===== src/lkv_pkg.sv =====
`default_nettype none
package lkv_pkg;

  localparam int ENTRIES_DEF = 16;
  localparam int CAP_W       = 5;
  localparam int DATA_W      = 32;

  localparam logic [CAP_W-1:0]  CAP_RESET  = 5'd16;
  localparam logic [DATA_W-1:0] MISS_VALUE = '1;
  localparam logic [DATA_W-1:0] PUT_VALUE  = '0;

  // request kinds
  localparam logic REQ_GET = 1'b0;
  localparam logic REQ_PUT = 1'b1;

  typedef struct packed {
    logic              hit;
    logic [DATA_W-1:0] read_value;
  } lkv_result_t;

endpackage
`default_nettype wire


===== src/lkv_array.sv =====
`default_nettype none
module lkv_array #(
  parameter int ENTRIES = lkv_pkg::ENTRIES_DEF,
  parameter int CNT_W   = $clog2(ENTRIES + 1)
) (
  input  wire                        clk,
  input  wire                        rst_n,
  input  wire                        fire,
  input  wire                        is_put,
  input  wire  [lkv_pkg::DATA_W-1:0] key,
  input  wire  [lkv_pkg::DATA_W-1:0] value,
  input  wire  [CNT_W-1:0]           cap_eff,
  output lkv_pkg::lkv_result_t       result
);
  import lkv_pkg::*;

  localparam int RANK_W = (ENTRIES > 1) ? $clog2(ENTRIES) : 1;

  logic [DATA_W-1:0]  key_r   [ENTRIES];
  logic [DATA_W-1:0]  value_r [ENTRIES];
  logic [RANK_W-1:0]  rank_r  [ENTRIES];
  logic [RANK_W-1:0]  rank_nxt[ENTRIES];
  logic [ENTRIES-1:0] valid_r, valid_nxt;
  logic [CNT_W-1:0]   count_r, count_nxt;

  logic [ENTRIES-1:0] hit_vec, free_oh, victim_oh, target_oh;
  logic [RANK_W-1:0]  victim_rank, target_rank;
  logic [DATA_W-1:0]  hit_value;
  logic               any_hit, evict, touch, target_was_valid, do_write;

  assign victim_rank = RANK_W'(count_r - CNT_W'(1));
  // lowest clear bit of the valid vector
  assign free_oh     = ~valid_r & (valid_r + ENTRIES'(1));

  always_comb begin
    for (int i = 0; i < ENTRIES; i++) begin
      hit_vec[i]   = valid_r[i] && (key_r[i] == key);
      victim_oh[i] = valid_r[i] && (rank_r[i] == victim_rank);
    end
  end

  assign any_hit   = |hit_vec;
  assign evict     = (count_r >= cap_eff);
  assign target_oh = any_hit ? hit_vec : (evict ? victim_oh : free_oh);
  assign touch     = fire && (any_hit || is_put == REQ_PUT);
  assign do_write  = fire && is_put == REQ_PUT;
  assign target_was_valid = |(target_oh & valid_r);

  always_comb begin
    hit_value   = '0;
    target_rank = '0;
    for (int i = 0; i < ENTRIES; i++) begin
      hit_value   = hit_value | (hit_vec[i] ? value_r[i] : '0);
      target_rank = target_rank | (target_oh[i] ? rank_r[i] : '0);
    end
  end

  // age every valid entry younger than the touched one; a fresh slot ages all
  always_comb begin
    valid_nxt = valid_r;
    count_nxt = count_r;
    for (int i = 0; i < ENTRIES; i++) begin
      rank_nxt[i] = rank_r[i];
      if (touch) begin
        if (target_oh[i]) begin
          rank_nxt[i] = '0;
        end else if (valid_r[i] && (!target_was_valid || rank_r[i] < target_rank)) begin
          rank_nxt[i] = rank_r[i] + RANK_W'(1);
        end
      end
    end
    if (do_write && !any_hit) begin
      valid_nxt = valid_r | target_oh;
      if (!evict) begin
        count_nxt = count_r + CNT_W'(1);
      end
    end
  end

  always_ff @(posedge clk) begin
    if (!rst_n) begin
      valid_r <= '0;
      count_r <= '0;
      for (int i = 0; i < ENTRIES; i++) begin
        rank_r[i] <= '0;
      end
    end else begin
      valid_r <= valid_nxt;
      count_r <= count_nxt;
      for (int i = 0; i < ENTRIES; i++) begin
        rank_r[i] <= rank_nxt[i];
      end
    end
  end

  always_ff @(posedge clk) begin
    for (int i = 0; i < ENTRIES; i++) begin
      if (do_write && target_oh[i]) begin
        key_r[i]   <= key;
        value_r[i] <= value;
      end
    end
  end

  always_comb begin
    result.hit = any_hit;
    if (is_put == REQ_PUT) begin
      result.read_value = PUT_VALUE;
    end else if (any_hit) begin
      result.read_value = hit_value;
    end else begin
      result.read_value = MISS_VALUE;
    end
  end

`ifndef SYNTH
  a_count_matches_valid: assert property (@(posedge clk) disable iff (!rst_n)
    $countones(valid_r) == int'(count_r))
    else $error("entry count out of step with valid marks");

  a_hit_unique: assert property (@(posedge clk) disable iff (!rst_n)
    $onehot0(hit_vec))
    else $error("key present in more than one entry");

  a_target_onehot: assert property (@(posedge clk) disable iff (!rst_n)
    touch |-> $onehot(target_oh))
    else $error("no single entry selected for update");

  a_put_leaves_entry: assert property (@(posedge clk) disable iff (!rst_n)
    do_write |=> (valid_r != '0))
    else $error("put left the store empty");
`endif

endmodule
`default_nettype wire


===== src/lru_key_value_cache_core.sv =====
`default_nettype none
// Fully associative key/value cache with least-recently-used replacement.
// Each input item is a get (tuser 0) or a put (tuser 1) with a 32-bit key and
// value; each produces exactly one result item: tuser is 1 when the key was
// present, tdata holds the stored value on a get hit, all ones on a get miss
// and zero for a put. Items are taken one per cycle while the result side
// keeps up: one input register, then a single pass of parallel key compares
// and rank update into the result register. The capacity register (reset 16,
// zero acts as 1, values above ENTRIES act as ENTRIES) may be written only
// while no item is in flight; lowering it drops nothing at once, later inserts
// evict the oldest entry instead. Valid marks and ranks clear at reset.
module lru_key_value_cache_core #(
  parameter int ENTRIES = lkv_pkg::ENTRIES_DEF
) (
  input  wire                        clk,
  input  wire                        rst_n,
  input  wire                        in_tvalid,
  output logic                       in_tready,
  input  wire  [63:0]                in_tdata,   // req_key[31:0], req_value[63:32]
  input  wire                        in_tuser,   // req_type
  output logic                       out_tvalid,
  input  wire                        out_tready,
  output logic [31:0]                out_tdata,  // read_value[31:0]
  output logic                       out_tuser,  // hit
  input  wire                        cfg_valid,
  output logic                       cfg_ready,
  input  wire  [lkv_pkg::CAP_W-1:0]  cfg_data    // capacity
);
  import lkv_pkg::*;

  localparam int CNT_W = $clog2(ENTRIES + 1);

  logic [CAP_W-1:0]  capacity_r;
  logic [CNT_W-1:0]  cap_eff;
  logic              s1_valid_r, s1_valid_nxt;
  logic              s1_put_r;
  logic [DATA_W-1:0] s1_key_r, s1_value_r;
  logic              out_valid_r, out_valid_nxt;
  logic              out_hit_r;
  logic [DATA_W-1:0] out_value_r;
  logic              advance, fire, in_accept;
  lkv_result_t       result;

  assign cfg_ready = 1'b1;

  always_ff @(posedge clk) begin
    if (!rst_n) begin
      capacity_r <= CAP_RESET;
    end else if (cfg_valid && cfg_ready) begin
      capacity_r <= cfg_data;
    end
  end

  always_comb begin
    if (capacity_r == '0) begin
      cap_eff = CNT_W'(1);
    end else if (int'(capacity_r) > ENTRIES) begin
      cap_eff = CNT_W'(ENTRIES);
    end else begin
      cap_eff = CNT_W'(capacity_r);
    end
  end

  assign advance   = !out_valid_r || out_tready;
  assign fire      = s1_valid_r && advance;
  assign in_tready = !s1_valid_r || advance;
  assign in_accept = in_tvalid && in_tready;

  assign s1_valid_nxt  = in_accept ? 1'b1 : (fire ? 1'b0 : s1_valid_r);
  assign out_valid_nxt = fire ? 1'b1 : (out_tready ? 1'b0 : out_valid_r);

  always_ff @(posedge clk) begin
    if (!rst_n) begin
      s1_valid_r  <= 1'b0;
      out_valid_r <= 1'b0;
    end else begin
      s1_valid_r  <= s1_valid_nxt;
      out_valid_r <= out_valid_nxt;
    end
  end

  always_ff @(posedge clk) begin
    if (in_accept) begin
      s1_put_r   <= in_tuser;
      s1_key_r   <= in_tdata[31:0];
      s1_value_r <= in_tdata[63:32];
    end
    if (fire) begin
      out_hit_r   <= result.hit;
      out_value_r <= result.read_value;
    end
  end

  lkv_array #(
    .ENTRIES (ENTRIES),
    .CNT_W   (CNT_W)
  ) u_array (
    .clk     (clk),
    .rst_n   (rst_n),
    .fire    (fire),
    .is_put  (s1_put_r),
    .key     (s1_key_r),
    .value   (s1_value_r),
    .cap_eff (cap_eff),
    .result  (result)
  );

  assign out_tvalid = out_valid_r;
  assign out_tdata  = out_value_r;
  assign out_tuser  = out_hit_r;

endmodule
`default_nettype wire

===== config.mk =====
export PLATFORM = sky130hd
export DESIGN_NAME = lru_key_value_cache_core
export DESIGN_NICKNAME = d
export VERILOG_FILES = /design/src/lkv_pkg.sv /design/src/lkv_array.sv /design/src/lru_key_value_cache_core.sv
export SDC_FILE = /design/constraint.sdc
export NUM_CORES = 2
export LEC_CHECK = 0
export BUFFER_PORTS_ARGS = -buffer_cell sky130_fd_sc_hd__buf_2
export CORE_UTILIZATION = 50
export CTS_CLUSTER_DIAMETER = 80
export CTS_CLUSTER_SIZE = 16
export DETAILED_ROUTE_END_ITERATION = 12
export HOLD_SLACK_MARGIN = 0.05
export PLACE_DENSITY = 0.66
export SLEW_MARGIN = 20
export SYNTH_ARGS = -nofsm -noshare
export SYNTH_HDL_FRONTEND = slang
export SYNTH_SLANG_ARGS = --single-unit

===== constraint.sdc =====
create_clock -name clk -period 16.8 [get_ports clk]
set_clock_uncertainty 0.1 [all_clocks]
set_input_delay 2.52 -clock clk [delete_from_list [all_inputs] [get_ports clk]]
set_output_delay 2.52 -clock clk [all_outputs]
set_load 0.01 [all_outputs]

Word-level counts from Yosys, hierarchy flattened
Memories as Yosys holds them, arrays and structs flattened.
Index checks and enable logic that the tools add are counted.
W data, S select, Z words.
{"block": "classes", "magnitude_cmp": 18, "add_sub_neg": 19, "muxes": 139, "n_bitwise": 51, "eq_ne": 32, "n_reduce_logical": 98}
{"cell": "$mux W32", "n": 17}
{"cell": "$eq A32 B32 Y1", "n": 16}
{"cell": "$or A32 B32 Y32", "n": 15}
{"cell": "$mux W4", "n": 80}
{"cell": "$logic_and A1 B1 Y1", "n": 69}
{"cell": "$add A4 B1 Y4 const B", "n": 16}
{"cell": "$eq A4 B4 Y1", "n": 16}
{"cell": "$lt A4 B4 Y1", "n": 16}
{"cell": "$or A4 B4 Y4", "n": 15}
{"cell": "$mux W1", "n": 38}
{"cell": "$and A16 B16 Y16", "n": 2}
{"cell": "$mux W16", "n": 2}
{"cell": "$reduce_or A16 Y1", "n": 2}
{"cell": "$logic_or A1 B1 Y1", "n": 19}
{"cell": "$add A16 B1 Y16 const B", "n": 1}
{"cell": "$not A16 Y16", "n": 1}
{"cell": "$or A1 B1 Y1", "n": 16}
{"cell": "$or A16 B16 Y16", "n": 1}
{"cell": "$mux W5", "n": 2}
{"cell": "$add A5 B1 Y5 const B", "n": 1}
{"cell": "$ge A5 B5 Y1", "n": 1}
{"cell": "$gt A5 B5 Y1 const B", "n": 1}
{"cell": "$logic_not A5 Y1", "n": 1}
{"cell": "$logic_not A1 Y1", "n": 4}
{"cell": "4 further kinds", "n": 5}
{"block": "totals", "n_memories": 3, "reg_bits": 126, "inputBits": 75, "mem_bits_rw": 1088, "out_inout_bits": 36}
{"memory": "u_array.key_r", "words": 16, "width": 32, "read_ports": 16, "rd_ports_with_merged_regs": 0, "write_ports": 16, "line": "lkv_array.sv:19", "rtl": "logic [DATA_W-1:0] key_r [ENTRIES];"}
{"memory": "u_array.value_r", "words": 16, "width": 32, "read_ports": 16, "rd_ports_with_merged_regs": 0, "write_ports": 16, "line": "lkv_array.sv:20", "rtl": "logic [DATA_W-1:0] value_r [ENTRIES];"}
{"memory": "u_array.rank_r", "words": 16, "width": 4, "read_ports": 16, "rd_ports_with_merged_regs": 0, "write_ports": 16, "line": "lkv_array.sv:21", "rtl": "logic [RANK_W-1:0] rank_r [ENTRIES];"}

Logic depth before layout (Yosys ltp)
{"block": "depth", "ltp_word": 29, "mapped_depth": 24, "mapped_depth_nobuf": 22}

By module
A second synthesis with hierarchy kept.
{"block": "unflattened", "cells_unflattened": 3578, "area_unflattened_um2": 51961.1}
{"mod": "lkv_array", "area_per_inst_um2": 48701.7, "seq_area_each_um2": 32451.1, "cells_per_inst": 3446, "n_inst": 1}
{"mod": "lru_key_value_cache_core", "area_per_inst_um2": 3259.4, "seq_area_each_um2": 3083.0, "cells_per_inst": 132, "n_inst": 1}

Worst setup path before layout
OpenSTA, ideal clock, no wires.
{"block": "synth_timing", "path_kind": "input port to flip-flop", "from": "input port out_tready", "to": "memory u_array.key_r[0][0], enable pin", "path_stages": 5, "slack_ns": 8.597, "setup_ns": 0.487, "t_arrival_ns": 7.616, "cell_sequence": "nor2b_1 > nor2b_1 > nand2_1 > clkbuf_1 > nor2_1"}
{"element": "start, declared", "line": "lru_key_value_cache_core.sv:22", "rtl": "input wire out_tready,"}
{"element": "end, declared", "line": "lkv_array.sv:19"}

==> results.tsv <==
stage	metric	value	unit
floorplan	start_util	0.504	
timing	finalCritPeriodShare	0.466	
worst_setup_path	worstPathRequired	17.29	ns
place	dp.cells	5227	
finish	register_area	35500	µm²
job	drv_cap	0	
finish	drive_above_1_share	0.106	
grt	grt_use_met1	0.421	
cts	cts_root_buf	clkbuf_16	
finish	fill_cells	8597	
worst_setup_path	cp-end-kind	flop	
logic_synthesis	yosys_warnings	0	
cts	hold_buffers	0	
finish	antenna_cells	0	
finish	stdcell_area	58600	µm²
pwr	comb_power_share	0.045	
run_status	status	finished clean	
logic_synthesis	synth_edf_count	1122	
timing	fmax	128	MHz
grt	grt_pass1_wl	231	mm
floorplan	core_area	107000	µm²
worst_setup_path	cp_data_arrival_time	8.32	ns
routing	drtIter0Drc	4771	
grt	gr-total-overflow	0	
grt	antenna_found_initial	8	
pwr	clkPwrFrac	0.365	
finish	multi_input_area	17000	µm²
finish	post-route-util	0.548	
worst_setup_path	cp-startpoint	s1_key_r[28]	
timing	rsz0062_at_grt	no	
cts	cts_buffers	88	
pwr	powerDensity	96.8	nW/µm²
hold_path	hold_start	capacity_r[0]	
timing	finalMaxSlewViolations	0	
pwr	internal_power	4.43	mW
routing	via_per_inst	6.58	
cts	clock_path_buffers	3	
grt	met2_usage	0.454	
finish	finalNetCount	4031	
routing	detail-route-antenna-nets	0	
routing	wl	162	mm
floorplan	die_x	330	µm
pwr	p_sw_frac	0.219	
floorplan	rows	120	
finish	mostFrequentLayoutCells	1122 x edfxtp_1, 314 x xnor2_1, 231 x xor2_1, 190 x nor2_1, 175 x nand4_1	
floorplan	die_height	330	µm
pwr	net-switching-power	1.24	mW
worst_setup_path	worstSetupPathType	flop to flop	
routing	first_pass_iters	8	
grt	grt_pass1_vias	32866	
timing	worst_pin_slew	1.12	ns
pwr	p_leak	18.6	nW
logic_synthesis	synth_fp_nets	3966	
worst_setup_path	start_kind	flop	
logic_synthesis	postSynthCellCount	3852	
floorplan	die-area	109000	µm²
place	dpl.hpwl	98.4	mm
logic_synthesis	synthArstFlopShare	0	
timing	period_minus_slack	7.84	ns
timing	slew_headroom	0.246	
place	postPlaceCellArea	55900	µm²
logic_synthesis	ys_ff_latch	1214	
worst_setup_path	timing.rr.start	s1_key_r[28]	
cts	clk_pin_slew	0.07	ns
logic_synthesis	synth.distinct_cells	100	
floorplan	boundaryPins	111	
logic_synthesis	synthesis.area	53900	µm²
timing	finalSetupViolCount	0	
cts	cts_setup_buffers	0	
grt	grtUsageMet3	0.0487	
cts	cts_htree_levels	3	
cts	cts_resized	0	
pwr	peakVddDrop	0.0000914	V
cts	cts_sinks	1214	
worst_setup_path	critical_path.max_fanout	21	
grt	grt_most_used_layer	met2	
hold_path	hold_class	flop to flop	
routing	drc	0	
grt	grt_use_total	0.295	
place	routabilityCongestion	1.00	
grt	grt_max_degree	65	
place	dp_slack	9.10	ns
routing	wl_per_cell	30.3	µm
logic_synthesis	synth.avg_cell_area	14.0	µm²
finish	mostFrequentLayoutCell	edfxtp_1	
logic_synthesis	synth_flop_cell	edfxtp_1	
cts	cts_tree	done	
routing	vias	35186	
logic_synthesis	ys_seq_area_frac	0.660	
finish	area_growth	8.78	%
cts	clkLatencyLatePin	0.71	ns
timing	setup_tns	0	ns
timing	worst_slack	8.96	ns
finish	fin_cells	5348	
timing	finalHoldViolations	0	
place	io_buffers	109	
pwr	p_seq_frac	0.590	
-- critical path, cell delays in order (launching register included) --
cell and delay (ns):
edfxtp_1 0.78, buf_4 0.45, xor2_1 0.13, or4_1 0.54, nor4_2 0.27, and3_1 0.75
nor4_2 0.15, nand4_2 0.24, buf_4 0.35, nor2_1 0.10, nor2_1 0.52, o22ai_1 0.18
a211oi_1 0.26, o2111ai_1 0.16, nor4_2 0.99, buf_4 0.37, ha_1 0.17, inv_1 0.04
o311ai_0 0.32, nand2_1 0.12, a41oi_2 0.33, nor4_1 0.11, o31a_1 0.28
-- registers in the layout, summed over array words and instances, names as in the netlist --
register         count
out_tdata           32
u_array.value_r    512
out_tuser            1
s1_valid_r           1
u_array.rank_r      64
u_array.key_r      512
u_array.count_r      5
s1_put_r             1
s1_value_r          32
capacity_r           5
s1_key_r            32
out_tvalid           1
u_array.valid_r     16
-- path summary, 6_finish.rpt --
| check | endpoint | slack, ns | cells past startpoint |
|---|---|---|---|
| min reg2reg | capacity_r[0] | 0.42 | 2 |
| max reg2reg | u_array.rank_r[0][3] | 8.96 | 22 |
| max | u_array.rank_r[0][3] | 8.96 | 22 |
| min | capacity_r[0] | 0.42 | 2 |
-- area by class of cell --
| cell class | count | area share |
|---|---|---|
| clock buffers | 104 | 0.0392 |
| well taps | 1403 | 0.0300 |
| inverters | 52 | 0.00333 |
| flip-flops and latches | 1214 | 0.607 |
| repair buffers | 232 | 0.0258 |
| multi-input cells | 2329 | 0.290 |
| clock inverters | 14 | 0.00478 |
-- metal layers --
layer,wire length [µm],up-vias
met1,66700,17743
met4,6070,6
li1,-,15091
met5,46,-
met3,15800,353
met2,73200,1993
-- kinds of logic after synthesis --
kind of cell,synth area share
AND/OR/NAND/NOR,0.115
XOR/XNOR,0.0961
other,0.0000696
multiplexers,0.00207
buffers and inverters,0.0280
flip-flops,0.660
adder cells (fa/ha/maj),0.00906
AO/OA/AOI/OAI,0.0902
-- stage by stage --
stage	hold slack (ns)	power, mW
2_1_floorplan	0.361	3.57
3_3_place_gp	0.386	3.66
3_5_place_dp	0.399	3.67
4_1_cts	0.425	5.70
5_1_grt	0.451	5.81
6_report	0.419	5.67
-- cells in the mapped netlist (18+ instances only) --
cell | count | area (µm²)
nor4_1 | 111 | 694
inv_1 | 51 | 191
clkbuf_1 | 143 | 537
a221oi_1 | 103 | 902
o22ai_1 | 18 | 113
xor2_1 | 231 | 2020
o21ai_0 | 23 | 115
or4_1 | 18 | 135
a22o_1 | 101 | 885
ha_1 | 39 | 488
nor2_1 | 205 | 769
and3_1 | 77 | 482
nand4_1 | 175 | 1090
buf_2 | 32 | 160
nand2b_1 | 55 | 344
xnor2_1 | 314 | 2750
a31oi_1 | 59 | 369
a21oi_1 | 49 | 245
a22oi_1 | 84 | 631
nand2_1 | 118 | 443
buf_4 | 54 | 405
and4_1 | 31 | 272
o211ai_1 | 28 | 210
dfxtp_1 | 92 | 1840
nand3_1 | 120 | 601
edfxtp_1 | 1122 | 33700
nor3_1 | 79 | 395
-- power by group through the flow --
stage	Clock [mW]	Combinational (mW)	Sequential, mW
2_1_floorplan	0	0.153	3.42
3_3_place_gp	0	0.251	3.41
3_5_place_dp	0	0.254	3.41
4_1_cts	2.09	0.255	3.35
5_1_grt	2.19	0.272	3.35
6_report	2.07	0.256	3.35
Note: power is estimated with default switching activity, not from simulation.
